--- src/ffa_pkg.sv ---
// ----------------------------------------------------------------------------
// ffa_pkg: shared definitions of the first-fit block allocator
// Word geometry of the bitmap, command codes, controller states and the
// result of one bitmap word search.
// ----------------------------------------------------------------------------
package ffa_pkg;

  // The bitmap is stored and searched sixteen blocks per memory word.
  localparam int WORD_BITS = 16;
  localparam int WORD_LSB  = 4;

  localparam logic CMD_ALLOC = 1'b0;
  localparam logic CMD_FREE  = 1'b1;

  typedef enum logic [4:0] {
    S_IDLE    = 5'b00001,
    S_SCAN    = 5'b00010,
    S_MARK_RD = 5'b00100,
    S_MARK_WR = 5'b01000,
    S_FINISH  = 5'b10000
  } state_t;

  // Outcome of searching one word: hit position of the first run that reaches
  // the requested length, and the free run still open at the top of the word.
  typedef struct packed {
    logic       hit;
    logic [3:0] pos;
    logic [8:0] carry;
  } scan_res_t;

endpackage

--- src/ffa_word_scan.sv ---
// ----------------------------------------------------------------------------
// ffa_word_scan: first-fit search over one bitmap word
// Finds the lowest block at which a free run, continued from the previous
// word, reaches the requested length.
// ----------------------------------------------------------------------------
module ffa_word_scan (
  input  logic [ffa_pkg::WORD_BITS-1:0] free_bits,
  input  logic [8:0]                    carry,
  input  logic [8:0]                    needed,
  output ffa_pkg::scan_res_t            res
);

  logic [ffa_pkg::WORD_BITS-1:0] hit_vec;
  logic [9:0]                    run_top;

  // Each bit position works out its own run length: the distance to the last
  // used bit at or below it, or the carried run plus its offset if there is none.
  always_comb begin
    logic       any_used;
    logic [3:0] last_used;
    logic [9:0] run;
    hit_vec = '0;
    run_top = '0;
    for (int j = 0; j < ffa_pkg::WORD_BITS; j++) begin
      any_used  = 1'b0;
      last_used = '0;
      for (int i = 0; i <= j; i++) begin
        if (!free_bits[i]) begin
          any_used  = 1'b1;
          last_used = 4'(i);
        end
      end
      if (any_used) begin
        run = 10'(j) - 10'(last_used);
      end else begin
        run = 10'(carry) + 10'(j) + 10'd1;
      end
      hit_vec[j] = (run >= 10'(needed));
      if (j == ffa_pkg::WORD_BITS - 1) begin
        run_top = run;
      end
    end
  end

  always_comb begin
    res.hit   = |hit_vec;
    res.pos   = '0;
    // Without a hit the open run is shorter than the request, so it fits.
    res.carry = run_top[8:0];
    for (int j = ffa_pkg::WORD_BITS - 1; j >= 0; j--) begin
      if (hit_vec[j]) begin
        res.pos = 4'(j);
      end
    end
  end

endmodule

--- src/first_fit_contiguous_block_allocator.sv ---
// ----------------------------------------------------------------------------
// first_fit_contiguous_block_allocator: first-fit run allocator over a bitmap
// Allocates and frees runs of contiguous pool blocks kept in a bitmap memory.
// ----------------------------------------------------------------------------
// Usage. Each input word carries a command (allocate or free), a run length
// and, for a free, the first block of the run. Each word yields exactly one
// output word: granted, the start of the granted run, a fragmentation flag
// and the number of blocks in use after the command. Both channels use
// valid/stall; a word moves at a clock edge with valid high and stall low.
// The configuration port writes the pool size in blocks with cfg_we; write
// it only while the allocator is idle.
// Timing. The bitmap sits in a registered-read memory of 16-bit words. An
// allocate scans one word per cycle up to the match (at most one word per 16
// pool blocks, rounded up), then reads the first covered word and
// read-modify-writes the covered words at one word per cycle. A free does
// the same over the words it covers. A zero-length command or an oversized
// allocate goes from idle straight to the finish state. The next input word
// is taken only once the result is out; one item at a time.
// Reset clears the per-word valid bits, so the whole map reads as free at
// once, and sets the pool size to 256 blocks. A stalled output word holds;
// the next input word is accepted meanwhile but its result waits until the
// output register empties.
// ----------------------------------------------------------------------------
module first_fit_contiguous_block_allocator #(
  parameter int NUM_BLOCKS = 256
) (
  input  logic       clk,
  input  logic       rst_n,
  input  logic       cfg_we,
  input  logic [8:0] cfg_wdata,
  input  logic       in_valid,
  output logic       in_stall,
  input  logic       in_command,
  input  logic [8:0] in_block_count,
  input  logic [7:0] in_run_start,
  output logic       out_valid,
  input  logic       out_stall,
  output logic       out_granted,
  output logic [7:0] out_granted_start,
  output logic       out_fragmented,
  output logic [8:0] out_in_use_count
);

  localparam int WB    = ffa_pkg::WORD_BITS;
  localparam int WORDS = (NUM_BLOCKS + WB - 1) / WB;
  localparam int AW    = (WORDS > 1) ? $clog2(WORDS) : 1;
  // Block index width: covers the map and the farthest end of a free run.
  localparam int IW    = (AW + ffa_pkg::WORD_LSB > 10) ? AW + ffa_pkg::WORD_LSB : 10;

  // Bitmap memory and one valid bit per word; a word never written reads free.
  logic [WB-1:0] bitmap_mem [WORDS];
  logic [WB-1:0] mem_q;
  logic [AW-1:0] rd_addr;
  logic [AW-1:0] rd_addr_q;
  logic          wr_en;
  logic [AW-1:0] wr_addr;
  logic [WB-1:0] wr_data;
  logic [WORDS-1:0] word_valid_r;
  logic [WB-1:0] rd_data;

  ffa_pkg::state_t state_r, state_nxt;
  logic [8:0]    pool_r, pool_nxt;
  logic [8:0]    total_r, total_nxt;
  logic          op_set_r, op_set_nxt;
  logic [8:0]    cnt_r, cnt_nxt;
  logic [AW-1:0] w_r, w_nxt;
  logic [AW-1:0] end_w_r, end_w_nxt;
  logic [IW-1:0] lo_r, lo_nxt;
  logic [IW-1:0] hi_r, hi_nxt;
  logic [8:0]    carry_r, carry_nxt;
  logic          res_granted_r, res_granted_nxt;
  logic [7:0]    res_start_r, res_start_nxt;
  logic          res_frag_r, res_frag_nxt;
  logic          out_valid_r, out_valid_nxt;
  logic          out_granted_r, out_granted_nxt;
  logic [7:0]    out_start_r, out_start_nxt;
  logic          out_frag_r, out_frag_nxt;
  logic [8:0]    out_count_r, out_count_nxt;

  logic [8:0]    pool_eff;
  logic [WB-1:0] free_bits;
  logic [WB-1:0] run_mask;
  logic [IW-1:0] free_hi_raw;
  logic [IW-1:0] free_hi;
  logic [IW-1:0] free_lo;
  logic [IW-1:0] alloc_start;
  logic [AW-1:0] w_inc;
  logic          last_pool_word;
  logic [8:0]    free_cnt;
  ffa_pkg::scan_res_t scan_res;

  // Pool limited to the map size; the compare is only live for small maps.
  assign pool_eff = (32'(pool_r) > NUM_BLOCKS) ? 9'(NUM_BLOCKS) : pool_r;

  assign rd_data = word_valid_r[rd_addr_q] ? mem_q : '0;
  assign w_inc   = (w_r == AW'(WORDS - 1)) ? '0 : w_r + AW'(1);

  // The current word is the last one that holds blocks of the pool.
  assign last_pool_word = (IW'({w_r, 4'hF}) >= IW'(pool_eff - 9'd1));

  // Free blocks inside the pool; bits past the pool end count as used.
  always_comb begin
    for (int i = 0; i < WB; i++) begin
      free_bits[i] = !rd_data[i] && (IW'({w_r, 4'(i)}) < IW'(pool_eff));
      run_mask[i]  = (IW'({w_r, 4'(i)}) >= lo_r) && (IW'({w_r, 4'(i)}) <= hi_r);
    end
  end

  ffa_word_scan u_scan (
    .free_bits (free_bits),
    .carry     (carry_r),
    .needed    (cnt_r),
    .res       (scan_res)
  );

  assign alloc_start = IW'({w_r, scan_res.pos}) + IW'(1) - IW'(cnt_r);
  assign free_cnt    = (total_r < pool_eff) ? pool_eff - total_r : '0;

  // A free run ends at the last map block at the latest.
  assign free_lo     = IW'(in_run_start);
  assign free_hi_raw = free_lo + IW'(in_block_count) - IW'(1);
  assign free_hi     = (32'(free_hi_raw) >= NUM_BLOCKS) ? IW'(NUM_BLOCKS - 1) : free_hi_raw;

  assign in_stall = (state_r != ffa_pkg::S_IDLE);

  always_comb begin
    state_nxt       = state_r;
    pool_nxt        = cfg_we ? cfg_wdata : pool_r;
    total_nxt       = total_r;
    op_set_nxt      = op_set_r;
    cnt_nxt         = cnt_r;
    w_nxt           = w_r;
    end_w_nxt       = end_w_r;
    lo_nxt          = lo_r;
    hi_nxt          = hi_r;
    carry_nxt       = carry_r;
    res_granted_nxt = res_granted_r;
    res_start_nxt   = res_start_r;
    res_frag_nxt    = res_frag_r;
    out_valid_nxt   = out_valid_r && out_stall;
    out_granted_nxt = out_granted_r;
    out_start_nxt   = out_start_r;
    out_frag_nxt    = out_frag_r;
    out_count_nxt   = out_count_r;
    rd_addr         = w_r;
    wr_en           = 1'b0;
    wr_addr         = w_r;
    wr_data         = rd_data;

    case (state_r)
      ffa_pkg::S_IDLE: begin
        if (in_valid) begin
          res_granted_nxt = 1'b0;
          res_start_nxt   = '0;
          res_frag_nxt    = 1'b0;
          cnt_nxt         = in_block_count;
          carry_nxt       = '0;
          state_nxt       = ffa_pkg::S_FINISH;
          if (in_block_count == '0) begin
            // Zero-length command changes nothing and is not granted.
          end else if (in_command == ffa_pkg::CMD_ALLOC) begin
            op_set_nxt = 1'b1;
            // A request longer than the pool fails with no search.
            if (in_block_count <= pool_eff) begin
              w_nxt     = '0;
              rd_addr   = '0;
              state_nxt = ffa_pkg::S_SCAN;
            end
          end else begin
            op_set_nxt      = 1'b0;
            res_granted_nxt = 1'b1;
            if (32'(in_run_start) < NUM_BLOCKS) begin
              lo_nxt    = free_lo;
              hi_nxt    = free_hi;
              w_nxt     = free_lo[AW+3:4];
              end_w_nxt = free_hi[AW+3:4];
              state_nxt = ffa_pkg::S_MARK_RD;
            end
          end
        end
      end

      ffa_pkg::S_SCAN: begin
        if (scan_res.hit) begin
          lo_nxt          = alloc_start;
          hi_nxt          = IW'({w_r, scan_res.pos});
          w_nxt           = alloc_start[AW+3:4];
          end_w_nxt       = w_r;
          total_nxt       = total_r + cnt_r;
          res_granted_nxt = 1'b1;
          res_start_nxt   = alloc_start[7:0];
          state_nxt       = ffa_pkg::S_MARK_RD;
        end else if (last_pool_word) begin
          res_frag_nxt = (free_cnt >= cnt_r);
          state_nxt    = ffa_pkg::S_FINISH;
        end else begin
          w_nxt     = w_inc;
          rd_addr   = w_inc;
          carry_nxt = scan_res.carry;
        end
      end

      ffa_pkg::S_MARK_RD: begin
        rd_addr   = w_r;
        state_nxt = ffa_pkg::S_MARK_WR;
      end

      ffa_pkg::S_MARK_WR: begin
        // Write back this word while the next one is read.
        wr_en   = 1'b1;
        rd_addr = w_inc;
        if (op_set_r) begin
          wr_data = rd_data | run_mask;
        end else begin
          wr_data   = rd_data & ~run_mask;
          total_nxt = total_r - 9'($countones(rd_data & run_mask));
        end
        if (w_r == end_w_r) begin
          state_nxt = ffa_pkg::S_FINISH;
        end else begin
          w_nxt = w_inc;
        end
      end

      ffa_pkg::S_FINISH: begin
        if (!out_valid_r || !out_stall) begin
          out_valid_nxt   = 1'b1;
          out_granted_nxt = res_granted_r;
          out_start_nxt   = res_start_r;
          out_frag_nxt    = res_frag_r;
          out_count_nxt   = total_r;
          state_nxt       = ffa_pkg::S_IDLE;
        end
      end

      default: begin
        state_nxt = ffa_pkg::S_IDLE;
      end
    endcase
  end

  always_ff @(posedge clk) begin
    mem_q     <= bitmap_mem[rd_addr];
    rd_addr_q <= rd_addr;
    if (wr_en) begin
      bitmap_mem[wr_addr] <= wr_data;
    end
  end

  always_ff @(posedge clk) begin
    if (!rst_n) begin
      word_valid_r <= '0;
    end else if (wr_en) begin
      word_valid_r[wr_addr] <= 1'b1;
    end
  end

  always_ff @(posedge clk) begin
    if (!rst_n) begin
      state_r     <= ffa_pkg::S_IDLE;
      pool_r      <= 9'd256;
      total_r     <= '0;
      out_valid_r <= 1'b0;
    end else begin
      state_r     <= state_nxt;
      pool_r      <= pool_nxt;
      total_r     <= total_nxt;
      out_valid_r <= out_valid_nxt;
    end
  end

  always_ff @(posedge clk) begin
    op_set_r      <= op_set_nxt;
    cnt_r         <= cnt_nxt;
    w_r           <= w_nxt;
    end_w_r       <= end_w_nxt;
    lo_r          <= lo_nxt;
    hi_r          <= hi_nxt;
    carry_r       <= carry_nxt;
    res_granted_r <= res_granted_nxt;
    res_start_r   <= res_start_nxt;
    res_frag_r    <= res_frag_nxt;
    out_granted_r <= out_granted_nxt;
    out_start_r   <= out_start_nxt;
    out_frag_r    <= out_frag_nxt;
    out_count_r   <= out_count_nxt;
  end

  assign out_valid         = out_valid_r;
  assign out_granted       = out_granted_r;
  assign out_granted_start = out_start_r;
  assign out_fragmented    = out_frag_r;
  assign out_in_use_count  = out_count_r;

endmodule

--- config.mk ---
export PLATFORM = sky130hd
export DESIGN_NAME = first_fit_contiguous_block_allocator
export DESIGN_NICKNAME = d
export VERILOG_FILES = /design/src/ffa_pkg.sv /design/src/ffa_word_scan.sv /design/src/first_fit_contiguous_block_allocator.sv
export SDC_FILE = /design/constraint.sdc
export NUM_CORES = 1
export LEC_CHECK = 0
export ABC_CLOCK_PERIOD_IN_PS = 11000
export BUFFER_PORTS_ARGS = -buffer_cell sky130_fd_sc_hd__buf_2
export CAP_MARGIN = 20
export CORE_UTILIZATION = 45
export DETAILED_ROUTE_END_ITERATION = 8
export GPL_ROUTABILITY_DRIVEN = 0
export PLACE_DENSITY_LB_ADDON = 0.08
export SYNTH_ARGS = -nofsm -noshare
export SYNTH_HDL_FRONTEND = slang
export SYNTH_SLANG_ARGS = --single-unit
--- constraint.sdc ---
create_clock -name clk -period 11 [get_ports clk]
set_input_delay 0.55 -clock clk [delete_from_list [all_inputs] [get_ports clk]]
set_output_delay 0.55 -clock clk [all_outputs]
set_load 0.01 [all_outputs]
## Yosys cells after proc, flatten, opt, wreduce, memory -nomap -nowiden

Memory sizes are Yosys's and may differ from the RTL's. A register that Yosys moved wholly into a read port is not among the register bits.
Cells that the tools add are included.

| cells by class | value |
|---|---|
| $add $sub $neg | 69 |
| order comparisons | 73 |
| equality and inequality tests | 20 |
| muxes and demuxes | 136 |
| bitwise gates (word level) | 6 |
| reductions and logical operators | 68 |

Operators by type and width:

| cell | number |
|---|---|
| 2-to-1 mux 10 bit | 25 |
| 2-to-1 mux 4 bit | 46 |
| >= comparator 8 x 10 -> 1 bit | 17 |
| >= comparator 10 x 9 -> 1 bit | 16 |
| less-or-equal comparator 8 x 10 -> 1 bit | 16 |
| adder 10 x 1 -> 10 bit, second input constant | 15 |
| less-than comparator 8 x 9 -> 1 bit | 16 |
| adder 9 x 4 -> 10 bit, second input constant | 8 |
| 2-to-1 mux 9 bit | 7 |
| 2-to-1 mux 16 bit | 3 |
| adder 9 x 3 -> 10 bit, second input constant | 4 |
| 2-to-1 mux 5 bit | 8 |
| case mux 10 bit (2 select lines) | 2 |
| subtractor 4 x 4 -> 5 bit, first input constant | 8 |
| case mux 9 bit (2 select lines) | 2 |
| logical AND 1 bit | 34 |
| AND 16 bit | 2 |
| 2-to-1 mux 1 bit | 32 |
| OR 16 bit | 2 |
| case mux 5 bit (5 select lines) | 1 |
| case mux 4 bit (3 select lines) | 2 |
| inequality test 2 bit, second input constant | 11 |
| adder 9 x 2 -> 10 bit, second input constant | 2 |
| subtractor 3 x 4 -> 5 bit, first input constant | 4 |
| 50 further kinds | 89 |

| storage, ports and cells | value |
|---|---|
| register bits after elaboration | 120 |
| memory bits (writable) | 256 |
| input bits | 32 |
| output and inout port bits | 21 |
| logic and storage cells | 393 |
| memories | 1 |

Memories:

| memory | words | bits a word | read ports | clocked after Yosys merged registers in | wr ports | RTL line | text |
|---|---|---|---|---|---|---|---|
| bitmap_mem | 16 | 16 | 1 | 1 | 1 | first_fit_contiguous_block_allocator.sv:51 | `logic [WB-1:0] bitmap_mem [WORDS];` |

## Depth between registers and ports, before layout

| logic depth | value |
|---|---|
| depth in word-level cells | 43 |
| depth in mapped cells | 46 |
| depth with buffers taken out | 45 |

## Hierarchy

A second synthesis with hierarchy kept.

| second synthesis, totals | value |
|---|---|
| cells, all modules | 2,500 |
| area total of the unflattened synthesis | 26,061.2 um^2 |

By module, submodules not included:

| module | instances | cells each | area each (um^2) | seq. area each (um^2) |
|---|---|---|---|---|
| first_fit_contiguous_block_allocator | 1 | 1,606 | 19,785.2 | 11,050.6 |
| ffa_word_scan | 1 | 894 | 6,276.0 | 0.0 |

## Least setup slack after synthesis

Ideal clock, no wire load.

| path | value |
|---|---|
| kind | reg-to-reg |
| start point | reg pool_r[8] |
| end point | reg w_r[3], data pin |
| setup time | 270 ps |
| arrival time | 7,903 ps |
| data required time | 10,730 ps |
| slack | 2,827 ps |
| cell stages (with the launch flop) | 45 |
| cells stage by stage | dfxtp_1 -> clkinv_1 -> nand2_1 -> ha_1 -> a211o_1 -> o211ai_1 -> buf_2 -> buf_2 -> o21ai_0 -> o211ai_1 -> a21oi_1 -> o21ai_0 -> a21boi_0 -> o21ai_0 -> nor2b_1 -> nor2_1 -> ha_1 -> o32ai_1 -> [... 9 more ...] -> a21oi_1 -> o211ai_1 -> a21oi_1 -> a2111o_1 -> a221oi_1 -> ha_1 -> ha_1 -> inv_1 -> fa_1 -> nor2b_1 -> o21ai_0 -> nand2b_1 -> a21oi_1 -> o21bai_1 -> xnor2_1 -> nor2_1 -> mux2i_1 -> o21ai_0 |

| on the way | value |
|---|---|
| cells in the longest elaborated chain, start to end | 42 |
| elaborated cells between the ends (all ways) | 141 |

Ends and longest elaborated chain:

| what | RTL line | text |
|---|---|---|
| start, declared | first_fit_contiguous_block_allocator.sv:62 | `logic [8:0] pool_r, pool_nxt;` |
| start signal, assigned | first_fit_contiguous_block_allocator.sv:266 | `pool_r <= pool_nxt;` |
| > comparator 9 bit | first_fit_contiguous_block_allocator.sv:93 | `assign pool_eff = (32'(pool_r) > NUM_BLOCKS) ? 9'(NUM_BLOCKS) : pool_r;` |
| 2-to-1 mux 9 bit * | first_fit_contiguous_block_allocator.sv:93 |  |
| less-than comparator 8 x 9 -> 1 bit | first_fit_contiguous_block_allocator.sv:104 | `free_bits[i] = !rd_data[i] && (IW'({w_r, 4'(i)}) < IW'(pool_eff));` |
| logical AND 1 bit | first_fit_contiguous_block_allocator.sv:104 |  |
| 2-to-1 mux 1 bit | ffa_word_scan.sv:28 | `if (!free_bits[i]) begin` |
| 2-to-1 mux 4 bit / 2-to-1 mux 1 bit (equally long branches) (14 in series) | ffa_word_scan.sv:28 |  |
| subtractor 4 x 4 -> 5 bit / 2-to-1 mux 1 bit (equally long branches) | ffa_word_scan.sv:34, ffa_word_scan.sv:28 |  |
| 2-to-1 mux 10 bit | ffa_word_scan.sv:33 | `if (any_used) begin` |
| >= comparator 10 x 9 -> 1 bit | ffa_word_scan.sv:38 | `hit_vec[j] = (run >= 10'(needed));` |
| 2-to-1 mux 4 bit (16 in series) | ffa_word_scan.sv:51 | `if (hit_vec[j]) begin` |
| adder 8 x 1 -> 9 bit | first_fit_contiguous_block_allocator.sv:116 | `assign alloc_start = IW'({w_r, scan_res.pos}) + IW'(1) - IW'(cnt_r);` |
| subtractor 9 x 9 -> 10 bit | first_fit_contiguous_block_allocator.sv:116 |  |
| 2-to-1 mux 4 bit | first_fit_contiguous_block_allocator.sv:184 | `if (scan_res.hit) begin` |
| case mux 4 bit (3 select lines) * | first_fit_contiguous_block_allocator.sv:150 | `case (state_r)` |
| named net w_nxt[3] | first_fit_contiguous_block_allocator.sv:66 | `logic [AW-1:0] w_r, w_nxt;` |
| end signal, assigned | first_fit_contiguous_block_allocator.sv:275 | `w_r <= w_nxt;` |
| end, declared | first_fit_contiguous_block_allocator.sv:66 |  |

Mark *: on every way through the listed nets, which the timed path passes. The rest lies on a longest branch. The select of a mux whose other input is x is not followed.
A chain may end at the register's enable or synchronous reset.

## Worst setup path in the final report

Ends and elaborated chain as after synthesis.

==> summary.md <==
| Metric | Value |
|---|---|
| Row cnt | 89 |
| Peak per-stage delay on the critical path | 0.58 ns |
| WS Path Type | register to register |
| Gr usage total | 28.4% |
| Drt first-iter violations | 2041 |
| Port bufs | 52 |
| Synth Warn # | 0 |
| Footprint of the multi-input gates | 0.0147 mm² |
| WP data arrival | 10.59 ns |
| Status | finished, final reports clean |
| Synth Instances | 2692 |
| Avg Cell Area, Syn | 10.0 µm² |
| Met3 Resource Use GR | 3.26% |
| Tmin final | 10.29 ns |
| F_max | 97.2 MHz |
| DR DRC count | 0 |
| Predominant post-synthesis flop cell | edfxtp_1 |
| DPL Wire Length | 61400 µm |
| Buffer type at the clock tree root | clkbuf_16 |
| Share of cells above drive strength 1 | 9.56% |
| Slew headroom | 22.1% |
| Chip width | 247 µm |
| Fill cells | 5406 |
| EDFF count, synth | 328 |
| Vias per cell | 6.08 |
| Clock sink count | 388 |
| Worst-path maximum fanout | 15 |
| Max-slew violations | 0 |
| Final TNS setup | 0 ns |
| Nets@finish | 3071 |
| Post-synthesis sequential area ratio | 41.1% |
| FF-to-FF End | w_r[3] |
| # IOs | 53 |
| Final ANT Viol Nets | 0 |
| Worst r2r path cells | 44 |
| Peak supply drop | 237 µV |
| Die area | 0.0608 mm² |
| Yosys reg bits | 388 |
| Hold Crit Class | input port to register |
| Initial antenna violation count | 0 |
| Worst r2r src | pool_r[8] |
| CTS H-tree lvls | 2 |
| CP Launch Point | pool_r[8] |
| GR Layer Usage met2 | 46.7% |
| Synth cell types | 97 |
| Hold path startpoint | in_block_count[0] |
| Fin. Hold Viols | 0 |
| Core box area | 0.0590 mm² |
| Die Y-Extent | 247 µm |
| Worst-margin pin slew | 1.16 ns |
| Area grow syn2layout | 9.86% |
| GRT overflow | 0 |
| Final instance area | 0.0296 mm² |
| Worst Hold Path EP | cnt_r[0] |
| Seq. cell area | 0.0111 mm² |
| Depth of the worst hold-timing path | 1 |
| Met1 Usage GRT | 38.6% |
| Initial core utilization | 45.6% |
| RSZ-0062 raised after global routing | false |
| CP most frequent cell | a21oi_1 |
| Hold_buf cts | 0 |
| Max Root-Sink Buffers | 3 |
| PwrDens | 232 mW/mm² |
| CP Launch Type | register |
| Busiest grt layer | met2 |
| First-pass GRT wire length | 130000 µm |
| WL final | 86500 µm |
| Worst-Skew Late Latency | 0.59 ns |
| Period utilization | 93.5% |
| Final setup fails | 0 |
| CP endpoint kind | register |
| Lkg Pwr | 0.0122 µW |
| Worst Skew | 0.0269 ns |
| Largest net degree at the start of global routing | 39 |
| R2r setup slk | 0.71 ns |
| Placed cell areas | 0.0281 mm² |
| Vias in the first global route | 20.7k |
| Critical path's slowest cell | dfxtp_1 |
| Via count | 21.6k |
| Post-synth ARST share | 0% |
| Wire length per cell | 24.4 µm |
| Max_cap viols | 0 |
| CTS tree | done |
| Critical path data required time | 11.31 ns |
| Clock slew at reported path FFs | 0.06 ns |
| CTS Buf Count | 41 |
| Mapped cell area | 0.0269 mm² |
| Total iterations of the first detailed-routing run | 5 |
[kinds of logic after synthesis]
logic type | Yosys count | synth area share (%)
buffers and inverters | 277 | 4.35
AND/OR/NAND/NOR | 813 | 15.2
AO/OA/AOI/OAI | 670 | 16.2
other | 1 | 0.0139
flip-flops | 388 | 41.1
XOR/XNOR | 122 | 3.97
adder cells (fa/ha/maj) | 300 | 14.6
multiplexers | 121 | 4.62
[routing by layer]
metal	wire, µm	vias to the layer above
met3	5370	189
met4	2990	0
met1	38000	10513
met2	40200	812
li1	-	10053
met5	0	-
[state kept, by name, indices dropped and copies added (netlist names), 5 cells and up]
name,flops
hi_r,7
out_granted_start,8
mem_q,16
bitmap_mem,256
total_r,9
carry_r,9
lo_r,10
word_valid_r,16
cnt_r,9
res_start_r,8
out_in_use_count,9
pool_r,9
state_r,5
[per-stage QoR]
step                instances  power [µW]  hold WS (ns)  worst slack [ns]  utilization (%)
global placement         3460        5350         0.404             0.946             47.6
floorplan                2693        4360         0.400              2.83                -
CTS                      3537        6840         0.176             0.517             49.9
finish                   3546        6870         0.203             0.713             50.1
global route             3545        7310         0.188            0.0533             50.1
detailed placement       3461        5410         0.405             0.543             47.6
[cells in the final DEF (no fill, tap or decap), drive strengths merged, types with 35 or more instances in the layout]
cell type	n
inv	151
buf	129
nand3	82
nand4	38
o21ai	168
xor2	41
nor2b	46
nor3	45
ha	278
a21oi	164
and3	44
nand2	204
nor2	213
dfxtp	60
a21o	60
edfxtp	328
o22ai	35
xnor2	81
mux2i	107
clkbuf	56
[how the worst max path moves through the flow]
stage | depth (start not counted) | end | slack, ns
finish | 44 | w_r[3] | 0.71
global route | 44 | w_r[3] | 0.05
CTS | 41 | w_r[3] | 0.52
detailed placement | 41 | w_r[3] | 0.54
global placement | 41 | w_r[3] | 0.95
floorplan | 44 | w_r[3] | 2.83
[critical path, delay by kind of cell (launching register included)]
| kind | cells | cell delay, ns |
|---|---|---|
| compound gates | 25 | 5.45 |
| fa+ha+maj | 6 | 1.73 |
| simple gates | 8 | 1.45 |
| flops | 1 | 0.58 |
| buf+inv | 3 | 0.48 |
| xor+xnor | 1 | 0.16 |
| mux | 1 | 0.14 |
[what timing repair did]
item	4_1_cts	5_1_grt
setup buffers	0	3
setup endpoints to repair	0	10
resized for setup	0	2
[final cells by class]
class,count,area share (%)
antenna,1,0.00847
clock buffer,55,3.72
clock inverter,21,0.889
inverter,150,1.91
multi-input combinational,2028,49.9
sequential,388,37.4
tap,773,3.27
timing repair buffer,130,2.92
[cell usage after synthesis, types with 9 or more instances]
cell type / count / area (µm²)
inv_1: 145 / 544
nor2b_1: 46 / 288
dfxtp_1: 60 / 1200
or4_1: 15 / 113
fa_1: 22 / 440
and2_1: 14 / 87.6
xnor2_1: 81 / 709
or3_1: 14 / 87.6
o211ai_1: 16 / 120
nor3_1: 44 / 220
o211a_1: 9 / 90.1
o21bai_1: 13 / 97.6
clkbuf_1: 70 / 263
and3_1: 43 / 269
a311oi_1: 14 / 123
o22ai_1: 35 / 219
o32ai_1: 13 / 114
mux2i_1: 107 / 1070
a21boi_0: 17 / 128
a21oi_1: 162 / 811
nand4_1: 37 / 231
nor4_1: 12 / 75.1
nor2_1: 210 / 788
o21ai_0: 163 / 816
a211oi_1: 24 / 180
o21a_1: 33 / 248
buf_2: 31 / 155
nand2_1: 203 / 762
a31oi_1: 17 / 106
nand3_1: 77 / 385
buf_4: 14 / 105
nand2b_1: 33 / 206
ha_1: 278 / 3480
edfxtp_1: 328 / 9850
or2_2: 24 / 150
a21o_1: 60 / 450
xor2_1: 41 / 359
[report_power, final]
| part | leakage [µW] | internal, µW | total [µW] | switching [µW] |
|---|---|---|---|---|
| registers | 0.00351 | 1770 | 1920 | 145 |
| logic | 0.00804 | 1330 | 3550 | 2220 |
| clock network | 0.000655 | 807 | 1410 | 601 |
| total | 0.0122 | 3910 | 6870 | 2960 |
Power figures use the tool's default switching activity.
